## config.mk

```make
export PLATFORM = sky130hd
export DESIGN_NAME = packet_reorder_buffer
export DESIGN_NICKNAME = d
export VERILOG_FILES = /design/src/sv/prb_pkg.sv /design/src/sv/prb_datapath.sv /design/src/sv/prb_ctrl.sv /design/src/sv/packet_reorder_buffer.sv
export SDC_FILE = /design/constraint.sdc
export NUM_CORES = 2
export LEC_CHECK = 0
export BUFFER_PORTS_ARGS = -buffer_cell sky130_fd_sc_hd__buf_4
export CORE_MARGIN = 1
export CORE_UTILIZATION = 25
export CTS_CLUSTER_DIAMETER = 120
export DETAILED_ROUTE_END_ITERATION = 6
export SYNTH_ARGS = -nofsm -noshare
export SYNTH_HDL_FRONTEND = slang
export SYNTH_SLANG_ARGS = --single-unit
```

## constraint.sdc

```tcl
create_clock -name clk -period 14.3 [get_ports clk]
set_input_delay 2.145 -clock clk [delete_from_list [all_inputs] [get_ports clk]]
set_output_delay 2.145 -clock clk [all_outputs]
set_load 0.01 [all_outputs]
```

## src/sv/prb_pkg.sv

```systemverilog
// Package: shared types, codes and defaults for the packet reorder buffer.
`default_nettype none
package prb_pkg;

  // Default sizes for the top-level parameters
  localparam int MAX_ENTRIES_DEF = 32;
  localparam int HANDLE_BITS_DEF = 8;

  // Fixed field widths
  localparam int SEQ_W    = 32;
  localparam int LEN_W    = 10;
  localparam int HDL_W    = 8;
  localparam int CNT_W    = 6;
  localparam int CAP_W    = 6;
  localparam int KIND_W   = 2;
  localparam int STS_W    = 2;

  localparam logic [CAP_W-1:0] CAP_RESET = 6'd32;

  // Command codes
  localparam logic CMD_STORE = 1'b0;
  localparam logic CMD_FLUSH = 1'b1;

  // Result kinds
  localparam logic [KIND_W-1:0] KIND_STATUS  = 2'd0;
  localparam logic [KIND_W-1:0] KIND_ENTRY   = 2'd1;
  localparam logic [KIND_W-1:0] KIND_SUMMARY = 2'd2;

  // Store status codes
  localparam logic [STS_W-1:0] STS_STORED = 2'd0;
  localparam logic [STS_W-1:0] STS_FULL   = 2'd1;
  localparam logic [STS_W-1:0] STS_DUP    = 2'd2;

  typedef struct packed {
    logic              command;
    logic [SEQ_W-1:0]  seq_number;
    logic [LEN_W-1:0]  payload_length;
    logic [HDL_W-1:0]  payload_handle;
    logic [SEQ_W-1:0]  expected_in;
  } prb_in_t;

  typedef struct packed {
    logic [KIND_W-1:0] result_kind;
    logic [STS_W-1:0]  store_status;
    logic [SEQ_W-1:0]  out_seq;
    logic [LEN_W-1:0]  out_length;
    logic [HDL_W-1:0]  out_handle;
    logic [CNT_W-1:0]  flushed_count;
    logic [SEQ_W-1:0]  expected_out;
    logic              is_full;
    logic              last;
  } prb_out_t;

  // Controller to datapath commands
  typedef struct packed {
    logic              latch;
    logic              scan_start;
    logic              store_write;
    logic              take;
    logic              load;
    logic [KIND_W-1:0] kind;
    logic [STS_W-1:0]  status;
    logic              last;
  } prb_cmd_t;

  // Datapath to controller status
  typedef struct packed {
    logic is_flush;
    logic full;
    logic hit;
    logic scan_done;
    logic out_free;
  } prb_sts_t;

endpackage
`default_nettype wire

```

## src/sv/prb_datapath.sv

```systemverilog
// Datapath: descriptor memory, valid bits, sequential match scan and output register.
`default_nettype none
module prb_datapath #(
  parameter int MAX_ENTRIES = prb_pkg::MAX_ENTRIES_DEF,
  parameter int HANDLE_BITS = prb_pkg::HANDLE_BITS_DEF
) (
  input  wire logic                      clk,
  input  wire logic                      rst_n,
  input  wire prb_pkg::prb_in_t          in_data,
  input  wire logic                      cfg_wr_en,
  input  wire logic [prb_pkg::CAP_W-1:0] cfg_wr_data,
  input  wire prb_pkg::prb_cmd_t         cmd,
  output prb_pkg::prb_sts_t              sts,
  output logic                           out_valid,
  input  wire logic                      out_stall,
  output prb_pkg::prb_out_t              out_data
);
  import prb_pkg::*;

  localparam int IW  = (MAX_ENTRIES > 1) ? $clog2(MAX_ENTRIES) : 1;
  localparam int HCW = $clog2(MAX_ENTRIES + 1);
  localparam int CW  = 7;
  localparam int EW  = SEQ_W + LEN_W + HANDLE_BITS;
  localparam logic [IW-1:0]  LAST_IDX = IW'(MAX_ENTRIES - 1);
  localparam logic [CW-1:0]  MAX_CW   = CW'(MAX_ENTRIES);

  // Request registers
  logic                   flush_r;
  logic [SEQ_W-1:0]       key_r;
  logic [LEN_W-1:0]       len_r;
  logic [HANDLE_BITS-1:0] hdl_r;
  logic [CNT_W-1:0]       count_r;

  // Capacity register and fill state
  logic [CAP_W-1:0]       cap_r;
  logic [HCW-1:0]         held_r, held_nxt;
  logic [MAX_ENTRIES-1:0] valid_r;

  // Scan state
  logic                   rd_act_r, cmp_act_r;
  logic [IW-1:0]          rd_ptr_r, cmp_idx_r;
  logic [EW-1:0]          rd_data_r;
  logic                   hit_r, free_ok_r;
  logic [IW-1:0]          hit_idx_r, free_idx_r;
  logic [LEN_W-1:0]       hit_len_r;
  logic [HANDLE_BITS-1:0] hit_hdl_r;

  // Output register
  logic                   out_valid_r;
  prb_out_t               out_r, out_nxt;

  logic [EW-1:0]          mem [MAX_ENTRIES];

  logic [SEQ_W-1:0]       rd_seq;
  logic [LEN_W-1:0]       rd_len;
  logic [HANDLE_BITS-1:0] rd_hdl;
  logic                   ent_v;
  logic [CW-1:0]          eff_lim;
  logic                   out_free;

  assign rd_seq = rd_data_r[EW-1 -: SEQ_W];
  assign rd_len = rd_data_r[HANDLE_BITS +: LEN_W];
  assign rd_hdl = rd_data_r[HANDLE_BITS-1:0];
  assign ent_v  = valid_r[cmp_idx_r];

  // Effective limit is the smaller of the register and the store size
  assign eff_lim  = (CW'(cap_r) < MAX_CW) ? CW'(cap_r) : MAX_CW;
  assign out_free = !out_valid_r || !out_stall;

  // Held count after the action of this cycle
  always_comb begin
    held_nxt = held_r;
    if (cmd.store_write) begin
      held_nxt = held_r + HCW'(1);
    end else if (cmd.take) begin
      held_nxt = held_r - HCW'(1);
    end
  end

  assign sts.is_flush  = flush_r;
  assign sts.full      = CW'(held_r) >= eff_lim;
  assign sts.hit       = hit_r;
  assign sts.scan_done = cmp_act_r && (cmp_idx_r == LAST_IDX);
  assign sts.out_free  = out_free;

  // Descriptor memory: one write port, one registered read port
  always_ff @(posedge clk) begin
    if (cmd.store_write) begin
      mem[free_idx_r] <= {key_r, len_r, hdl_r};
    end
    if (rd_act_r) begin
      rd_data_r <= mem[rd_ptr_r];
    end
  end

  // Latch the request; advance the key and count per flushed entry
  always_ff @(posedge clk) begin
    if (cmd.latch) begin
      flush_r <= in_data.command;
      key_r   <= (in_data.command == CMD_FLUSH) ? in_data.expected_in
                                                : in_data.seq_number;
      len_r   <= in_data.payload_length;
      hdl_r   <= HANDLE_BITS'(in_data.payload_handle);
      count_r <= '0;
    end else if (cmd.take) begin
      key_r   <= key_r + SEQ_W'(1);
      count_r <= count_r + CNT_W'(1);
    end
  end

  // Capacity, held count and valid bits
  always_ff @(posedge clk) begin
    if (!rst_n) begin
      cap_r   <= CAP_RESET;
      held_r  <= '0;
      valid_r <= '0;
    end else begin
      if (cfg_wr_en) begin
        cap_r <= cfg_wr_data;
      end
      held_r <= held_nxt;
      if (cmd.store_write) begin
        valid_r[free_idx_r] <= 1'b1;
      end else if (cmd.take) begin
        valid_r[hit_idx_r] <= 1'b0;
      end
    end
  end

  // Scan control: issue one read per cycle, compare each entry in the cycle after its read
  always_ff @(posedge clk) begin
    if (!rst_n) begin
      rd_act_r  <= 1'b0;
      cmp_act_r <= 1'b0;
      rd_ptr_r  <= '0;
      hit_r     <= 1'b0;
      free_ok_r <= 1'b0;
    end else begin
      cmp_act_r <= rd_act_r;
      if (cmd.scan_start) begin
        rd_act_r  <= 1'b1;
        rd_ptr_r  <= '0;
        hit_r     <= 1'b0;
        free_ok_r <= 1'b0;
      end else begin
        if (rd_act_r) begin
          rd_ptr_r <= rd_ptr_r + IW'(1);
          if (rd_ptr_r == LAST_IDX) begin
            rd_act_r <= 1'b0;
          end
        end
        if (cmp_act_r && ent_v && (rd_seq == key_r)) begin
          hit_r <= 1'b1;
        end
        if (cmp_act_r && !ent_v && !free_ok_r) begin
          free_ok_r <= 1'b1;
        end
      end
    end
  end

  // Capture the matching entry and the first free slot
  always_ff @(posedge clk) begin
    cmp_idx_r <= rd_ptr_r;
    if (cmp_act_r && ent_v && (rd_seq == key_r)) begin
      hit_idx_r <= cmp_idx_r;
      hit_len_r <= rd_len;
      hit_hdl_r <= rd_hdl;
    end
    if (cmp_act_r && !ent_v && !free_ok_r) begin
      free_idx_r <= cmp_idx_r;
    end
  end

  // Assemble the result beat
  always_comb begin
    out_nxt               = '0;
    out_nxt.result_kind   = cmd.kind;
    out_nxt.last          = cmd.last;
    out_nxt.is_full       = CW'(held_nxt) >= eff_lim;
    case (cmd.kind)
      KIND_STATUS: begin
        out_nxt.store_status = cmd.status;
      end
      KIND_ENTRY: begin
        out_nxt.out_seq    = key_r;
        out_nxt.out_length = hit_len_r;
        out_nxt.out_handle = HDL_W'(hit_hdl_r);
      end
      KIND_SUMMARY: begin
        out_nxt.flushed_count = count_r;
        out_nxt.expected_out  = key_r;
      end
      default: begin
        out_nxt.result_kind = cmd.kind;
      end
    endcase
  end

  // Output register: hold while stalled, load a new beat when free
  always_ff @(posedge clk) begin
    if (!rst_n) begin
      out_valid_r <= 1'b0;
    end else if (cmd.load) begin
      out_valid_r <= 1'b1;
    end else if (!out_stall) begin
      out_valid_r <= 1'b0;
    end
  end

  always_ff @(posedge clk) begin
    if (cmd.load) begin
      out_r <= out_nxt;
    end
  end

  assign out_valid = out_valid_r;
  assign out_data  = out_r;

endmodule
`default_nettype wire

```

## src/sv/prb_ctrl.sv

```systemverilog
// Controller: sequences accept, scan and decision for store and flush requests.
`default_nettype none
module prb_ctrl (
  input  wire logic              clk,
  input  wire logic              rst_n,
  input  wire logic              in_valid,
  output logic                   in_stall,
  input  wire prb_pkg::prb_sts_t sts,
  output prb_pkg::prb_cmd_t      cmd
);
  import prb_pkg::*;

  localparam logic [1:0] S_IDLE   = 2'd0;
  localparam logic [1:0] S_SCAN   = 2'd1;
  localparam logic [1:0] S_DECIDE = 2'd2;

  logic [1:0] state_r, state_nxt;

  assign in_stall = (state_r != S_IDLE);

  always_comb begin
    state_nxt = state_r;
    cmd       = '0;
    case (state_r)
      // Take a request and start the first scan
      S_IDLE: begin
        if (in_valid) begin
          cmd.latch      = 1'b1;
          cmd.scan_start = 1'b1;
          state_nxt      = S_SCAN;
        end
      end
      S_SCAN: begin
        if (sts.scan_done) begin
          state_nxt = S_DECIDE;
        end
      end
      // Act on the scan result once the output register can take a beat
      S_DECIDE: begin
        if (sts.out_free) begin
          cmd.load = 1'b1;
          if (!sts.is_flush) begin
            cmd.kind = KIND_STATUS;
            cmd.last = 1'b1;
            if (sts.full) begin
              cmd.status = STS_FULL;
            end else if (sts.hit) begin
              cmd.status = STS_DUP;
            end else begin
              cmd.status      = STS_STORED;
              cmd.store_write = 1'b1;
            end
            state_nxt = S_IDLE;
          end else if (sts.hit) begin
            cmd.kind       = KIND_ENTRY;
            cmd.take       = 1'b1;
            cmd.scan_start = 1'b1;
            state_nxt      = S_SCAN;
          end else begin
            cmd.kind  = KIND_SUMMARY;
            cmd.last  = 1'b1;
            state_nxt = S_IDLE;
          end
        end
      end
      default: begin
        state_nxt = S_IDLE;
      end
    endcase
  end

  always_ff @(posedge clk) begin
    if (!rst_n) begin
      state_r <= S_IDLE;
    end else begin
      state_r <= state_nxt;
    end
  end

endmodule
`default_nettype wire

```

## src/sv/packet_reorder_buffer.sv

```systemverilog
// Top level: receive-side packet reorder buffer, controller plus datapath.
//
// Input channel (in_valid/in_stall/in_data) takes one request beat: a store of a
// packet descriptor or a flush from an expected sequence number. The result
// channel (out_valid/out_stall/out_data) returns one status beat per store, and
// per flush one beat per in-order entry released followed by a summary beat;
// the last beat of each request has last set.
// Each lookup scans the descriptor memory one entry per cycle through its single
// read port; a flush scans once more for each entry it releases, and its summary
// beat follows the first scan that finds no match for the expected number.
// One request is worked on at a time; the next is accepted from the cycle in
// which the previous result beat sits in the output register, even while that
// beat is still stalled. A stalled output holds its beat; the block waits before
// loading the next. cfg_wr_en/cfg_wr_data set the capacity limit (reset value
// 32); the user must write it only while idle, which the block itself does not
// enforce. Reset (rst_n low, synchronous) empties the buffer at once.
`default_nettype none
module packet_reorder_buffer #(
  parameter int MAX_ENTRIES = prb_pkg::MAX_ENTRIES_DEF,
  parameter int HANDLE_BITS = prb_pkg::HANDLE_BITS_DEF
) (
  input  wire logic                      clk,
  input  wire logic                      rst_n,
  input  wire logic                      in_valid,
  output logic                           in_stall,
  input  wire prb_pkg::prb_in_t          in_data,
  output logic                           out_valid,
  input  wire logic                      out_stall,
  output prb_pkg::prb_out_t              out_data,
  input  wire logic                      cfg_wr_en,
  input  wire logic [prb_pkg::CAP_W-1:0] cfg_wr_data
);
  import prb_pkg::*;

  prb_cmd_t cmd;
  prb_sts_t sts;

  prb_ctrl u_ctrl (
    .clk      (clk),
    .rst_n    (rst_n),
    .in_valid (in_valid),
    .in_stall (in_stall),
    .sts      (sts),
    .cmd      (cmd)
  );

  prb_datapath #(
    .MAX_ENTRIES (MAX_ENTRIES),
    .HANDLE_BITS (HANDLE_BITS)
  ) u_datapath (
    .clk         (clk),
    .rst_n       (rst_n),
    .in_data     (in_data),
    .cfg_wr_en   (cfg_wr_en),
    .cfg_wr_data (cfg_wr_data),
    .cmd         (cmd),
    .sts         (sts),
    .out_valid   (out_valid),
    .out_stall   (out_stall),
    .out_data    (out_data)
  );

endmodule
`default_nettype wire
```

==> results.toml <==
[drt]
drt-total-wl_um = 185000
via_per_inst = 4.50
first_iter_violations = 3871
drc = 0
detail-route-antenna-nets = 0
firstDrtPassIters = 5
wire_per_inst_um = 24.5
vias = 34050

[timing]
period_minus_slack_ns = 5.59
fin_hold_ws_ns = 0.419
setup_viol = 0
fin_crit_sh = 0.391
rsz0062_at_grt = "no"
fmax_mhz = 179
finClkSkew_ns = 0.0311
tightestPinTransition_ns = 1.31
hold_viol = 0
setup-tns-final_ns = 0
relSlewSlack = 0.129
finalMaxSlewViolations = 0

[floorplanning]
start_util = 0.252
fp.dieArea_mm2 = 0.293
core-area_mm2 = 0.289
ios = 190
rows = 197
die-width_um = 541
dieHeight_um = 541

[global_route]
grt-ovfl-total = 0
grt.total_usage = 0.125
grt_max_degree = 140
grt_pass1_wl_um = 263000
grt_pass1_vias = 34765
grt_antenna_before_repair = 14

[yosys]
synthArstFlopShare = 0
synth_common_cells = "edfxtp_1 (1823), mux4_2 (500), and2_1 (92)"
synth-main-ff-cell = "edfxtp_1"
synth.ff_latch_count = 1890
synth_area_mm2 = 0.0727
ys_warn_count = 0
synth-edff-count = 1823
syn-num-nets = 3331
netlist_instances = 3219
synth_top_area_frac = 0.753
avgSynthCellArea_um2 = 22.6
synth_area_leaders = "edfxtp_1 (75%), mux4_2 (15%), dfxtp_1 (1.8%), and2_1 (0.79%), mux2_2 (0.77%)"
yosysUniqueCellTypes = 46
synth_most_common_cell = "edfxtp_1"
yosysTopAreaCell = "edfxtp_1"
ys_seq_area_frac = 0.771

[clock_network]
cts_tree = "yes"
clk_pin_slew_ns = 0.06
cts-hold-fix-buffers = 0
htreeDepth = 4
postCtsSetupBuffers = 0
clockBufferDepth = 3
clock_latency_ns = 0.82
cts.repair.resized = 0
cts_root_buf = "clkbuf_16"
cts.sinks = 1890
cts_buffers = 180

[power_and_ir_drop]
comb_power_share = 0.042
p_switching_uw = 2420
seq_power_share = 0.547
power_uw = 11200
p_leak_uw = 0.0252
p_per_area_mw_per_mm2 = 132
intPower_uw = 8820
ir_drop_mv = 0.123
swShare = 0.216
pwr-share-clk = 0.410

[outcome]
status = "finished clean"

[final_layout]
layout.nets = 3645
synthToLayoutAreaGrowth_pct = 16.8
drive_gt1_frac = 0.318

[critical_path]
worst_ep_arrival_time_ns = 6.02
path_max_fanout = 33
crit_required_ns = 14.73
critPathLaunchType = "input port"
critPathCaptureType = "register"
crit_type = "input port to register"

[place]
place_hpwl_um = 106000
gp_congestion = 0.776
portBuffers = 189

[run]
maxCapViolations = 0

[worst_hold_path]
hold_path_class = "register to register"
critical path, cell delays in order:
cell and delay, ns:
buf_4 0.11, nand2_1 0.16, nand2_1 0.24, nor3_2 0.63
nand2_1 0.55, or3_1 0.82, nor2_4 0.63, buf_4 0.66
area by class of cell:
type	count	area (um^2)
fill	27844	204000
sequential	1890	56100
multi-input combinational	1149	16100
tap	3880	4850
clock buffer	229	4740
timing repair buffer	296	2250
clock inverter	102	855
inverter	16	67.6
antenna	2	5.00
power groups by stage:
stage                     combinational, uW  clock, uW  sequential, uW
after floorplan                         232          0            6310
after global placement                  473          0            6270
after detailed placement                483          0            6270
after CTS                               484       4700            6160
after global routing                    505       4920            6160
final                                   474       4610            6160
routing by layer:
layer	up-vias	global-route usage	wire length [um]
met5	-	0	13
met4	2	0.0356	4970
met3	230	0.0288	13300
met2	1231	0.201	89600
met1	18433	0.167	77500
li1	14154	-	-
registers in the layout, indices dropped and copies added, names as in the netlist, 2 cells and up:
signal and flops:
u_datapath.cap_r 6, u_datapath.hdl_r 8, u_ctrl.state_r 2, u_datapath.valid_r 32, u_datapath.cmp_idx_r 5, u_datapath.hit_idx_r 5, u_datapath.mem 1600, u_datapath.len_r 10
u_datapath.key_r 32, u_datapath.rd_data_r 50, u_datapath.hit_hdl_r 8, u_datapath.held_r 6, u_datapath.hit_len_r 10, u_datapath.free_idx_r 5, u_datapath.out_data 94, u_datapath.count_r 6
u_datapath.rd_ptr_r 5
metrics by stage:
step	worst slack [ns]	cells	util	cell area, um^2
after floorplan	8.48	3219	-	72700
after global placement	8.02	7231	0.275	79400
after detailed placement	7.95	7231	0.275	79400
after CTS	8.80	7562	0.294	85000
after global routing	8.51	7563	0.294	85000
final	8.71	7564	0.294	85000
worst paths after layout:
path | slack (ns) | endpoint | startpoint | depth (start not counted)
setup reg to reg | 8.99 | u_datapath.rd_data_r[40]$_DFFE_PP_ | u_datapath.rd_ptr_r[0]$_SDFFE_PP0P_ | 6
hold reg to reg | 0.42 | u_datapath.hit_hdl_r[0]$_DFFE_PP_ | u_datapath.rd_data_r[0]$_DFFE_PP_ | 0
hold / removal | 0.42 | u_datapath.hit_hdl_r[0]$_DFFE_PP_ | u_datapath.rd_data_r[0]$_DFFE_PP_ | 0
setup / recovery | 8.71 | u_datapath.mem[28][12]$_DFFE_PP_ | out_stall | 8
kinds of logic after synthesis:
family / synth area share
and+or+nand+nor: 0.0260
xor gates and xnor gates: 0.00903
AOI/OAI and AO/OA: 0.0117
buffers and inverters: 0.0110
adders and majority gates: 0.00310
muxes: 0.168
DFF: 0.771
layout by cell type, fill, tap and decap left out, types with 23 or more instances in the layout:
cell / count
clkbuf_16: 182
xor2_1: 51
buf_4: 294
dfxtp_1: 61
nor2_1: 45
a21oi_1: 40
o221a_2: 31
clkinv_1: 47
clkbuf_1: 46
and2_1: 92
nand2_1: 43
mux2i_1: 40
edfxtp_1: 1823
mux2_2: 50
mux4_2: 500
xnor2_1: 24
nor2_4: 32
nor2b_1: 28
nand3_1: 23
clkinv_2: 28
No activity file was read; power rests on OpenSTA's default activity.
